$ cat src/rtl/fcsg_pkg.sv
package fcsg_pkg;

	// Radius field and walk register widths
	localparam int RADIUS_W  = 7;
	localparam int DEC_W     = 12;
	localparam int STEP_CNT_W = 7;
	localparam int MAX_STEPS = 64;

	// Midpoint walk constants
	localparam int DEC_INIT   = 3;
	localparam int DEC_INC_E  = 6;
	localparam int DEC_INC_SE = 10;

	// Back-end walk sequencer
	typedef enum logic [0:0] {
		WALK_IDLE,
		WALK_RUN
	} walk_state_t;

endpackage

$ cat src/rtl/fcsg_front.sv
module fcsg_front import fcsg_pkg::*; #(
	parameter int MAX_RADIUS  = 88,
	parameter int COORD_WIDTH = 13,
	parameter int CMD_W       = 2 * COORD_WIDTH + RADIUS_W + DEC_W
) (
	input  logic                         cmd_in_valid,
	output logic                         cmd_in_ready,
	input  logic signed [COORD_WIDTH-1:0] center_x,
	input  logic signed [COORD_WIDTH-1:0] center_y,
	input  logic        [RADIUS_W-1:0]    radius,
	output logic                         cmd_out_valid,
	input  logic                         cmd_out_ready,
	output logic        [CMD_W-1:0]       cmd_out_data
);

	logic        [RADIUS_W-1:0] radius_sat;
	logic signed [DEC_W-1:0]    dec_init;

	// Clamp the radius to the largest supported circle
	always_comb begin
		if (radius > RADIUS_W'(MAX_RADIUS)) begin
			radius_sat = RADIUS_W'(MAX_RADIUS);
		end else begin
			radius_sat = radius;
		end
	end

	// Seed the decision term with 3 - 2r
	assign dec_init = DEC_W'(DEC_INIT) - {{(DEC_W-RADIUS_W-1){1'b0}}, radius_sat, 1'b0};

	// Hand the prepared command to the queue
	assign cmd_out_valid = cmd_in_valid;
	assign cmd_in_ready  = cmd_out_ready;
	assign cmd_out_data  = {dec_init, radius_sat, center_y, center_x};

endmodule

$ cat src/rtl/fcsg_cmd_queue.sv
module fcsg_cmd_queue #(
	parameter int WIDTH = 45
) (
	input  logic             clk,
	input  logic             arst_n,
	input  logic             in_valid,
	output logic             in_ready,
	input  logic [WIDTH-1:0] in_data,
	output logic             out_valid,
	input  logic             out_ready,
	output logic [WIDTH-1:0] out_data
);

	logic [WIDTH-1:0] entry_q [2];
	logic             wr_ptr_q;
	logic             rd_ptr_q;
	logic [1:0]       count_q;
	logic             push;
	logic             pop;

	assign in_ready  = (count_q != 2'd2);
	assign out_valid = (count_q != 2'd0);
	assign push      = in_valid && in_ready;
	assign pop       = out_valid && out_ready;
	assign out_data  = entry_q[rd_ptr_q];

	// Track pointers and fill level
	always_ff @(posedge clk or negedge arst_n) begin
		if (!arst_n) begin
			wr_ptr_q <= 1'b0;
			rd_ptr_q <= 1'b0;
			count_q  <= 2'd0;
		end else begin
			if (push) begin
				wr_ptr_q <= ~wr_ptr_q;
			end
			if (pop) begin
				rd_ptr_q <= ~rd_ptr_q;
			end
			case ({push, pop})
				2'b10:   count_q <= count_q + 2'd1;
				2'b01:   count_q <= count_q - 2'd1;
				default: count_q <= count_q;
			endcase
		end
	end

	// Store the incoming command
	always_ff @(posedge clk) begin
		if (push) begin
			entry_q[wr_ptr_q] <= in_data;
		end
	end

endmodule

$ cat src/rtl/fcsg_walker.sv
module fcsg_walker import fcsg_pkg::*; #(
	parameter int COORD_WIDTH = 13,
	parameter int CMD_W       = 2 * COORD_WIDTH + RADIUS_W + DEC_W,
	parameter int OUT_W       = COORD_WIDTH + 1
) (
	input  logic                   clk,
	input  logic                   arst_n,
	input  logic                   cmd_valid,
	output logic                   cmd_ready,
	input  logic [CMD_W-1:0]       cmd_data,
	output logic                   out_valid,
	input  logic                   out_ready,
	output logic [OUT_W-1:0]       narrow_left,
	output logic [OUT_W-1:0]       narrow_right,
	output logic [OUT_W-1:0]       narrow_upper_row,
	output logic [OUT_W-1:0]       narrow_lower_row,
	output logic [OUT_W-1:0]       wide_left,
	output logic [OUT_W-1:0]       wide_right,
	output logic [OUT_W-1:0]       wide_upper_row,
	output logic [OUT_W-1:0]       wide_lower_row,
	output logic                   last_step
);

	walk_state_t state_q, state_d;

	logic        [RADIUS_W-1:0]    x_q, y_q;
	logic signed [DEC_W-1:0]       dec_q;
	logic        [COORD_WIDTH-1:0] cx_q, cy_q;
	logic        [STEP_CNT_W-1:0]  cnt_q;
	logic                          out_valid_q;

	logic                          out_free;
	logic                          step_en;
	logic                          load;
	logic                          go_diag;
	logic        [RADIUS_W:0]      x_inc1;
	logic        [RADIUS_W:0]      y_wide;
	logic        [STEP_CNT_W-1:0]  cnt_next;
	logic                          last_w;
	logic signed [RADIUS_W:0]      x_minus_y;
	logic signed [DEC_W-1:0]       dec_next;
	logic        [OUT_W-1:0]       cx_ext, cy_ext, x_ext, y_ext;

	// Unpacked command fields
	logic        [COORD_WIDTH-1:0] cmd_cx, cmd_cy;
	logic        [RADIUS_W-1:0]    cmd_r;
	logic        [DEC_W-1:0]       cmd_dec;

	assign {cmd_dec, cmd_r, cmd_cy, cmd_cx} = cmd_data;

	assign out_free = !out_valid_q || out_ready;
	assign load     = cmd_valid && cmd_ready;

	// Next-state logic
	always_comb begin
		state_d = state_q;
		unique case (state_q)
			WALK_IDLE: state_d = cmd_valid ? WALK_RUN : WALK_IDLE;
			WALK_RUN:  state_d = (step_en && last_w) ? WALK_IDLE : WALK_RUN;
			default:   state_d = WALK_IDLE;
		endcase
	end

	// Sequencer outputs
	always_comb begin
		cmd_ready = 1'b0;
		step_en   = 1'b0;
		unique case (state_q)
			WALK_IDLE: cmd_ready = 1'b1;
			WALK_RUN:  step_en   = out_free;
			default: begin
				cmd_ready = 1'b0;
				step_en   = 1'b0;
			end
		endcase
	end

	// Midpoint step: pick the move, update decision, detect the octant end
	assign go_diag   = !dec_q[DEC_W-1];
	assign x_inc1    = {1'b0, x_q} + (RADIUS_W+1)'(1);
	assign y_wide    = {1'b0, y_q};
	assign cnt_next  = cnt_q + STEP_CNT_W'(1);
	assign x_minus_y = $signed({1'b0, x_q}) - $signed({1'b0, y_q});
	assign last_w    = (go_diag ? (y_wide <= x_inc1) : (y_q <= x_q))
	                   || (cnt_next == STEP_CNT_W'(MAX_STEPS));

	always_comb begin
		if (go_diag) begin
			dec_next = dec_q
			           + ({{(DEC_W-RADIUS_W-1){x_minus_y[RADIUS_W]}}, x_minus_y} <<< 2)
			           + DEC_W'(DEC_INC_SE);
		end else begin
			dec_next = dec_q
			           + {{(DEC_W-RADIUS_W-2){1'b0}}, x_q, 2'b00}
			           + DEC_W'(DEC_INC_E);
		end
	end

	// Span end points at the output width
	assign cx_ext = {cx_q[COORD_WIDTH-1], cx_q};
	assign cy_ext = {cy_q[COORD_WIDTH-1], cy_q};
	assign x_ext  = {{(OUT_W-RADIUS_W){1'b0}}, x_q};
	assign y_ext  = {{(OUT_W-RADIUS_W){1'b0}}, y_q};

	// Control registers
	always_ff @(posedge clk or negedge arst_n) begin
		if (!arst_n) begin
			state_q     <= WALK_IDLE;
			out_valid_q <= 1'b0;
		end else begin
			state_q <= state_d;
			if (step_en) begin
				out_valid_q <= 1'b1;
			end else if (out_ready) begin
				out_valid_q <= 1'b0;
			end
		end
	end

	// Walk registers: load on a new command, advance on each step
	always_ff @(posedge clk) begin
		if (load) begin
			cx_q  <= cmd_cx;
			cy_q  <= cmd_cy;
			x_q   <= '0;
			y_q   <= cmd_r;
			dec_q <= cmd_dec;
			cnt_q <= '0;
		end else if (step_en) begin
			x_q   <= x_inc1[RADIUS_W-1:0];
			y_q   <= go_diag ? (y_q - RADIUS_W'(1)) : y_q;
			dec_q <= dec_next;
			cnt_q <= cnt_next;
		end
	end

	// Output register: hold until the downstream side takes the transaction
	always_ff @(posedge clk) begin
		if (step_en) begin
			narrow_left      <= cx_ext - x_ext;
			narrow_right     <= cx_ext + x_ext;
			narrow_upper_row <= cy_ext - y_ext;
			narrow_lower_row <= cy_ext + y_ext;
			wide_left        <= cx_ext - y_ext;
			wide_right       <= cx_ext + y_ext;
			wide_upper_row   <= cy_ext - x_ext;
			wide_lower_row   <= cy_ext + x_ext;
			last_step        <= last_w;
		end
	end

	assign out_valid = out_valid_q;

endmodule

$ cat src/rtl/filled_circle_span_generator.sv
// Filled circle span generator. Each slave transaction is one circle command
// (centre and radius, radius clamped to MAX_RADIUS); the block walks one octant
// of the midpoint circle and sends one master transaction per octant step,
// carrying a narrow and a wide pair of horizontal fill spans, with tlast on the
// final step. A circle of radius r gives about r/1.414 + 1 steps, never more
// than 64, at one step per clock while the master side accepts; the step
// sequencer goes idle to pick up each command. Commands wait in a two-deep
// queue, so up to two more can be taken while a circle is still being walked.
module filled_circle_span_generator import fcsg_pkg::*; #(
	parameter int MAX_RADIUS  = 88,
	parameter int COORD_WIDTH = 13
) (
	input  logic clk,
	input  logic arst_n,

	input  logic s_tvalid,
	output logic s_tready,
	// center_x, center_y, radius from bit 0 up
	input  logic [((2*COORD_WIDTH+RADIUS_W+7)/8)*8-1:0] s_tdata,

	output logic m_tvalid,
	input  logic m_tready,
	// narrow_left, narrow_right, narrow_upper_row, narrow_lower_row,
	// wide_left, wide_right, wide_upper_row, wide_lower_row from bit 0 up
	output logic [((8*(COORD_WIDTH+1)+7)/8)*8-1:0] m_tdata,
	output logic m_tlast
);

	localparam int IN_BITS  = 2 * COORD_WIDTH + RADIUS_W;
	localparam int OUT_W    = COORD_WIDTH + 1;
	localparam int OUT_BITS = 8 * OUT_W;
	localparam int OUTD_W   = ((OUT_BITS + 7) / 8) * 8;
	localparam int CMD_W    = 2 * COORD_WIDTH + RADIUS_W + DEC_W;

	logic [COORD_WIDTH-1:0] center_x, center_y;
	logic [RADIUS_W-1:0]    radius;
	logic                   fq_valid, fq_ready;
	logic [CMD_W-1:0]       fq_data;
	logic                   qw_valid, qw_ready;
	logic [CMD_W-1:0]       qw_data;
	logic [OUT_W-1:0]       narrow_left, narrow_right, narrow_upper_row, narrow_lower_row;
	logic [OUT_W-1:0]       wide_left, wide_right, wide_upper_row, wide_lower_row;

	// Split the slave payload
	assign center_x = s_tdata[COORD_WIDTH-1:0];
	assign center_y = s_tdata[2*COORD_WIDTH-1:COORD_WIDTH];
	assign radius   = s_tdata[IN_BITS-1:2*COORD_WIDTH];

	fcsg_front #(
		.MAX_RADIUS  (MAX_RADIUS),
		.COORD_WIDTH (COORD_WIDTH),
		.CMD_W       (CMD_W)
	) u_front (
		.cmd_in_valid  (s_tvalid),
		.cmd_in_ready  (s_tready),
		.center_x      (center_x),
		.center_y      (center_y),
		.radius        (radius),
		.cmd_out_valid (fq_valid),
		.cmd_out_ready (fq_ready),
		.cmd_out_data  (fq_data)
	);

	fcsg_cmd_queue #(
		.WIDTH (CMD_W)
	) u_queue (
		.clk       (clk),
		.arst_n    (arst_n),
		.in_valid  (fq_valid),
		.in_ready  (fq_ready),
		.in_data   (fq_data),
		.out_valid (qw_valid),
		.out_ready (qw_ready),
		.out_data  (qw_data)
	);

	fcsg_walker #(
		.COORD_WIDTH (COORD_WIDTH),
		.CMD_W       (CMD_W),
		.OUT_W       (OUT_W)
	) u_walker (
		.clk              (clk),
		.arst_n           (arst_n),
		.cmd_valid        (qw_valid),
		.cmd_ready        (qw_ready),
		.cmd_data         (qw_data),
		.out_valid        (m_tvalid),
		.out_ready        (m_tready),
		.narrow_left      (narrow_left),
		.narrow_right     (narrow_right),
		.narrow_upper_row (narrow_upper_row),
		.narrow_lower_row (narrow_lower_row),
		.wide_left        (wide_left),
		.wide_right       (wide_right),
		.wide_upper_row   (wide_upper_row),
		.wide_lower_row   (wide_lower_row),
		.last_step        (m_tlast)
	);

	// Pack the master payload, zero fill to whole bytes
	assign m_tdata = OUTD_W'({wide_lower_row, wide_upper_row, wide_right, wide_left,
	                          narrow_lower_row, narrow_upper_row, narrow_right, narrow_left});

endmodule

$ cat config.mk
export PLATFORM = sky130hd
export DESIGN_NAME = filled_circle_span_generator
export DESIGN_NICKNAME = d
export VERILOG_FILES = /design/src/rtl/fcsg_pkg.sv /design/src/rtl/fcsg_front.sv /design/src/rtl/fcsg_cmd_queue.sv /design/src/rtl/fcsg_walker.sv /design/src/rtl/filled_circle_span_generator.sv
export SDC_FILE = /design/constraint.sdc
export NUM_CORES = 1
export LEC_CHECK = 0
export BUFFER_PORTS_ARGS = -buffer_cell sky130_fd_sc_hd__clkbuf_2
export CELL_PAD_IN_SITES_DETAIL_PLACEMENT = 1
export CELL_PAD_IN_SITES_GLOBAL_PLACEMENT = 2
export CORE_ASPECT_RATIO = 1.2
export CORE_MARGIN = 2
export CORE_UTILIZATION = 40
export CTS_CLUSTER_DIAMETER = 50
export DETAILED_ROUTE_END_ITERATION = 12
export HOLD_SLACK_MARGIN = 0.03
export PLACE_DENSITY_LB_ADDON = 0.3
export SLEW_MARGIN = 20
export SYNTH_ARGS = -nofsm -noshare
export SYNTH_HDL_FRONTEND = slang
export SYNTH_SLANG_ARGS = --single-unit
export TNS_END_PERCENT = 1
$ cat constraint.sdc
create_clock -name clk -period 5.4 [get_ports clk]
set_input_delay 1.08 -clock clk [delete_from_list [all_inputs] [get_ports clk]]
set_output_delay 1.08 -clock clk [all_outputs]
set_load 0.005 [all_outputs]
==> flow_summary_export.csv <==
group,metric,value,unit
clock_tree,insertion_delay,560,ps
placement,port_buffers,151,
die,start_util,0.407,
yosys,netlist_area,13200,sq um
sta,period_minus_slack,3860,ps
yosys,synth_flop_cell,"edfxtp_1",
cells_and_area,layout-drive-gt1-share,0.204,
pwr,combPwrFrac,0.470,
worst_setup_path,critical_path_peak_fanout,8,
clock_tree,post_cts_buffers,0,
global_routing,grtUsageTotal,0.181,
detailed_routing,antenna_left,0,
clock_tree,cts_sinks,253,
yosys,syn-mean-instance-area,12.5,sq um
cells_and_area,insertedDiodeCount,0,
sta,worst_slack,1540,ps
die,die_w,170,um
cells_and_area,multi_input_area,5280,sq um
cells_and_area,nets,1366,
die,core-area,32300,sq um
cells_and_area,final_cell_mix,"233 x edfxtp_1, 151 x clkbuf_2, 108 x ha_1",
clock_tree,clkSlewWorstSetupHoldPaths,60,ps
detailed_routing,drt_iter0_drc,314,
worst_setup_path,endpoint_kind,"register",
global_routing,grt_max_degree,59,
sta,maxSlewViolCount,0,
yosys,synth-seq-cells,253,
sta,rsz0062_at_grt,"no",
clock_tree,root_buffer,"clkbuf_16",
global_routing,grt_pass1_wl,48800,um
pwr,seqPwrFrac,0.334,
min_path,hold_class,"in -> async",
die,ios,159,
pwr,p_leak,6.18,nW
pwr,powerDensity,739,nW/um^2
yosys,synth_top_cell_by_area,"edfxtp_1",
yosys,ys_top_cells_by_area,"edfxtp_1 53%, ha_1 10%, xnor2_1 5.9%, inv_1 2.5%, mux2_2 2.4%",
pwr,finalPower,0.0114,W
yosys,synth.distinct_cells,55,
cells_and_area,final_common_cell,"edfxtp_1",
die,std_cell_rows,72,
pwr,switchingPower,0.00447,W
clock_tree,cts_tree,"done",
global_routing,overflow,0,
die,die_area,34400,sq um
sta,finalClockSkew,13.3,ps
placement,pre_cts_ws,1450,ps
yosys,synthCells,1049,
worst_setup_path,start_kind,"register",
pwr,ir_worst_vdd,0.404,mV
sta,setup_tns,0,ps
placement,hpwl,22600,um
cells_and_area,layout.area.seq,7430,sq um
pwr,swShare,0.391,
detailed_routing,vias,8310,
sta,setup_viol,0,
yosys,netlist.area_leader.share,0.532,
worst_setup_path,r2r_start,"u_walker.y_q[1]$_DFFE_PP_",
sta,slew_headroom,0.495,
clock_tree,clock_path_buffers,3,
sta,worst_slew_pin_slew,757,ps
yosys,ys_warn_count,0,
clock_tree,post_cts_resized,0,
worst_setup_path,arrival,4140,ps
sta,holdWs,338,ps
die,die_y,203,um
placement,gp_congestion,0.834,
detailed_routing,drc,0,
yosys,yosysSeqAreaShare,0.564,
clock_tree,ctsHtreeMaxLevel,1,
run_status,outcome,"completed",
sta,hold_viol_final,0,
worst_setup_path,crit_start,"u_walker.y_q[1]$_DFFE_PP_",
cells_and_area,syn2layout_area_growth,17.5,%
global_routing,antenna_found_initial,0,
pwr,internal_power,0.00696,W
clock_tree,cts_buffers,30,
yosys,synth_edf_count,233,
detailed_routing,viasPerCell,5.09,
pwr,p_clk_frac,0.195,
yosys,async_reset_ff_frac,0.0237,
detailed_routing,detail_route.first_pass.iterations,4,
yosys,syn_nets,1212,
worst_setup_path,critical_path_required,5690,ps
job,maxCapViolCount,0,
detailed_routing,wl,30600,um
global_routing,grt_pass1_vias,8926,
sta,final.period_utilization,0.714,
cells_and_area,fillers,3379,
sta,timing.fmax,259,MHz
detailed_routing,wl_per_cell,18.7,um
clock_tree,cts_hold_buf,0,
worst_setup_path,critical_path_class,"reg -> reg",
-- logic make-up (layout without fill, tap and decap cells) --
family,count (synthesis),count (layout),share of synthesized area
flip-flops,253,253,0.564
AND/OR/NAND/NOR,205,205,0.0769
AO/OA/AOI/OAI,190,190,0.0898
XOR/XNOR,123,123,0.0818
buffers and inverters,120,298,0.0355
adder cells (fa/ha/maj),119,119,0.119
multiplexers,39,39,0.0323
-- power by group through the flow --
stage                     registers [W]  logic, W  clock network, W
final                           0.00382   0.00538           0.00223
after floorplan                 0.00366   0.00389                 0
after detailed placement        0.00388   0.00543                 0
after CTS                       0.00384   0.00548           0.00229
after global routing            0.00391   0.00611           0.00236
after global placement          0.00385   0.00530                 0
-- Yosys cell counts (4+ instances only) --
cell type and count:
inv_1 86, o21bai_1 14, a21o_1 9, nand2_1 42, o21ai_1 8, a211oi_1 9
o211ai_1 4, o21a_1 7, a21oi_1 59, nor2_1 65, nand4_1 7, and3_1 9
buf_4 4, o22ai_1 5, nand3b_1 4, o21ai_0 39, xor2_1 34, nor3_1 9
nand2b_1 20, dfrtp_1 6, xnor2_1 89, mux2i_1 11, edfxtp_1 233, clkbuf_1 21
and2_1 4, a21boi_0 5, nand3_1 19, fa_1 11, dfxtp_1 14, nor2b_1 15
mux2_2 28, ha_1 108, a31oi_1 7, o31ai_1 5, buf_1 7
-- flip-flops by register name, indices dropped and copies added, names as in the netlist --
| signal | cells |
|---|---|
| u_queue.count_q | 2 |
| u_queue.entry_q | 80 |
| u_queue.rd_ptr_q | 1 |
| u_queue.wr_ptr_q | 1 |
| u_walker.cnt_q | 7 |
| u_walker.cx_q | 13 |
| u_walker.cy_q | 13 |
| u_walker.dec_q | 11 |
| u_walker.last_step | 1 |
| u_walker.narrow_left | 13 |
| u_walker.narrow_lower_row | 14 |
| u_walker.narrow_right | 14 |
| u_walker.narrow_upper_row | 13 |
| u_walker.out_valid | 1 |
| u_walker.state_q | 1 |
| u_walker.wide_left | 14 |
| u_walker.wide_lower_row | 14 |
| u_walker.wide_right | 13 |
| u_walker.wide_upper_row | 13 |
| u_walker.x_q | 7 |
| u_walker.y_q | 7 |
-- area by class of cell --
cell class | instances | share of cell area
multi-input combinational | 676 | 0.342
sequential | 253 | 0.480
inverter | 86 | 0.0210
timing repair buffer | 156 | 0.0513
tap | 407 | 0.0329
clock buffer | 33 | 0.0513
clock inverter | 23 | 0.0214
-- through the flow --
step | cells | utilization | instance area [sq um]
global placement | 1578 | 0.443 | 14300
CTS | 1634 | 0.478 | 15500
detailed placement | 1578 | 0.443 | 14300
global route | 1634 | 0.478 | 15500
floorplan | 1049 | - | 13200
finish | 1634 | 0.478 | 15500
-- critical path: stages (launching register included) --
cell and delay, ps:
edfxtp_1 550, inv_1 320, fa_1 520, a21o_1 190, a21oi_2 170, o21bai_1 110, a211oi_1 260, nor2_1 90
ha_1 280, ha_1 340, o21ai_0 160, nand2b_1 110, a31oi_1 210, xnor2_1 140, o221ai_1 130
-- per-layer routing --
| metal | track usage | routed length, um | vias up |
|---|---|---|---|
| met5 | 0 | 0 | - |
| met4 | 0.0556 | 781 | 0 |
| met3 | 0.0230 | 984 | 50 |
| met2 | 0.337 | 16000 | 145 |
| met1 | 0.216 | 12700 | 4049 |
| li1 | - | - | 4066 |
-- worst paths after layout --
kind,depth (start not counted),to,slack (ps)
hold / removal,1,u_queue.wr_ptr_q$_DFFE_PN0P_,340
min in group clk,1,u_walker.cnt_q[6]$_SDFFE_PP0P_,490
hold reg to reg,1,u_walker.cnt_q[6]$_SDFFE_PP0P_,490
max in group asynchronous,1,u_queue.rd_ptr_q$_DFFE_PN0P_,4900
setup / recovery,14,u_walker.dec_q[11]$_DFFE_PP_,1540
setup reg to reg,14,u_walker.dec_q[11]$_DFFE_PP_,1540
Power figures use the tool's default switching activity.
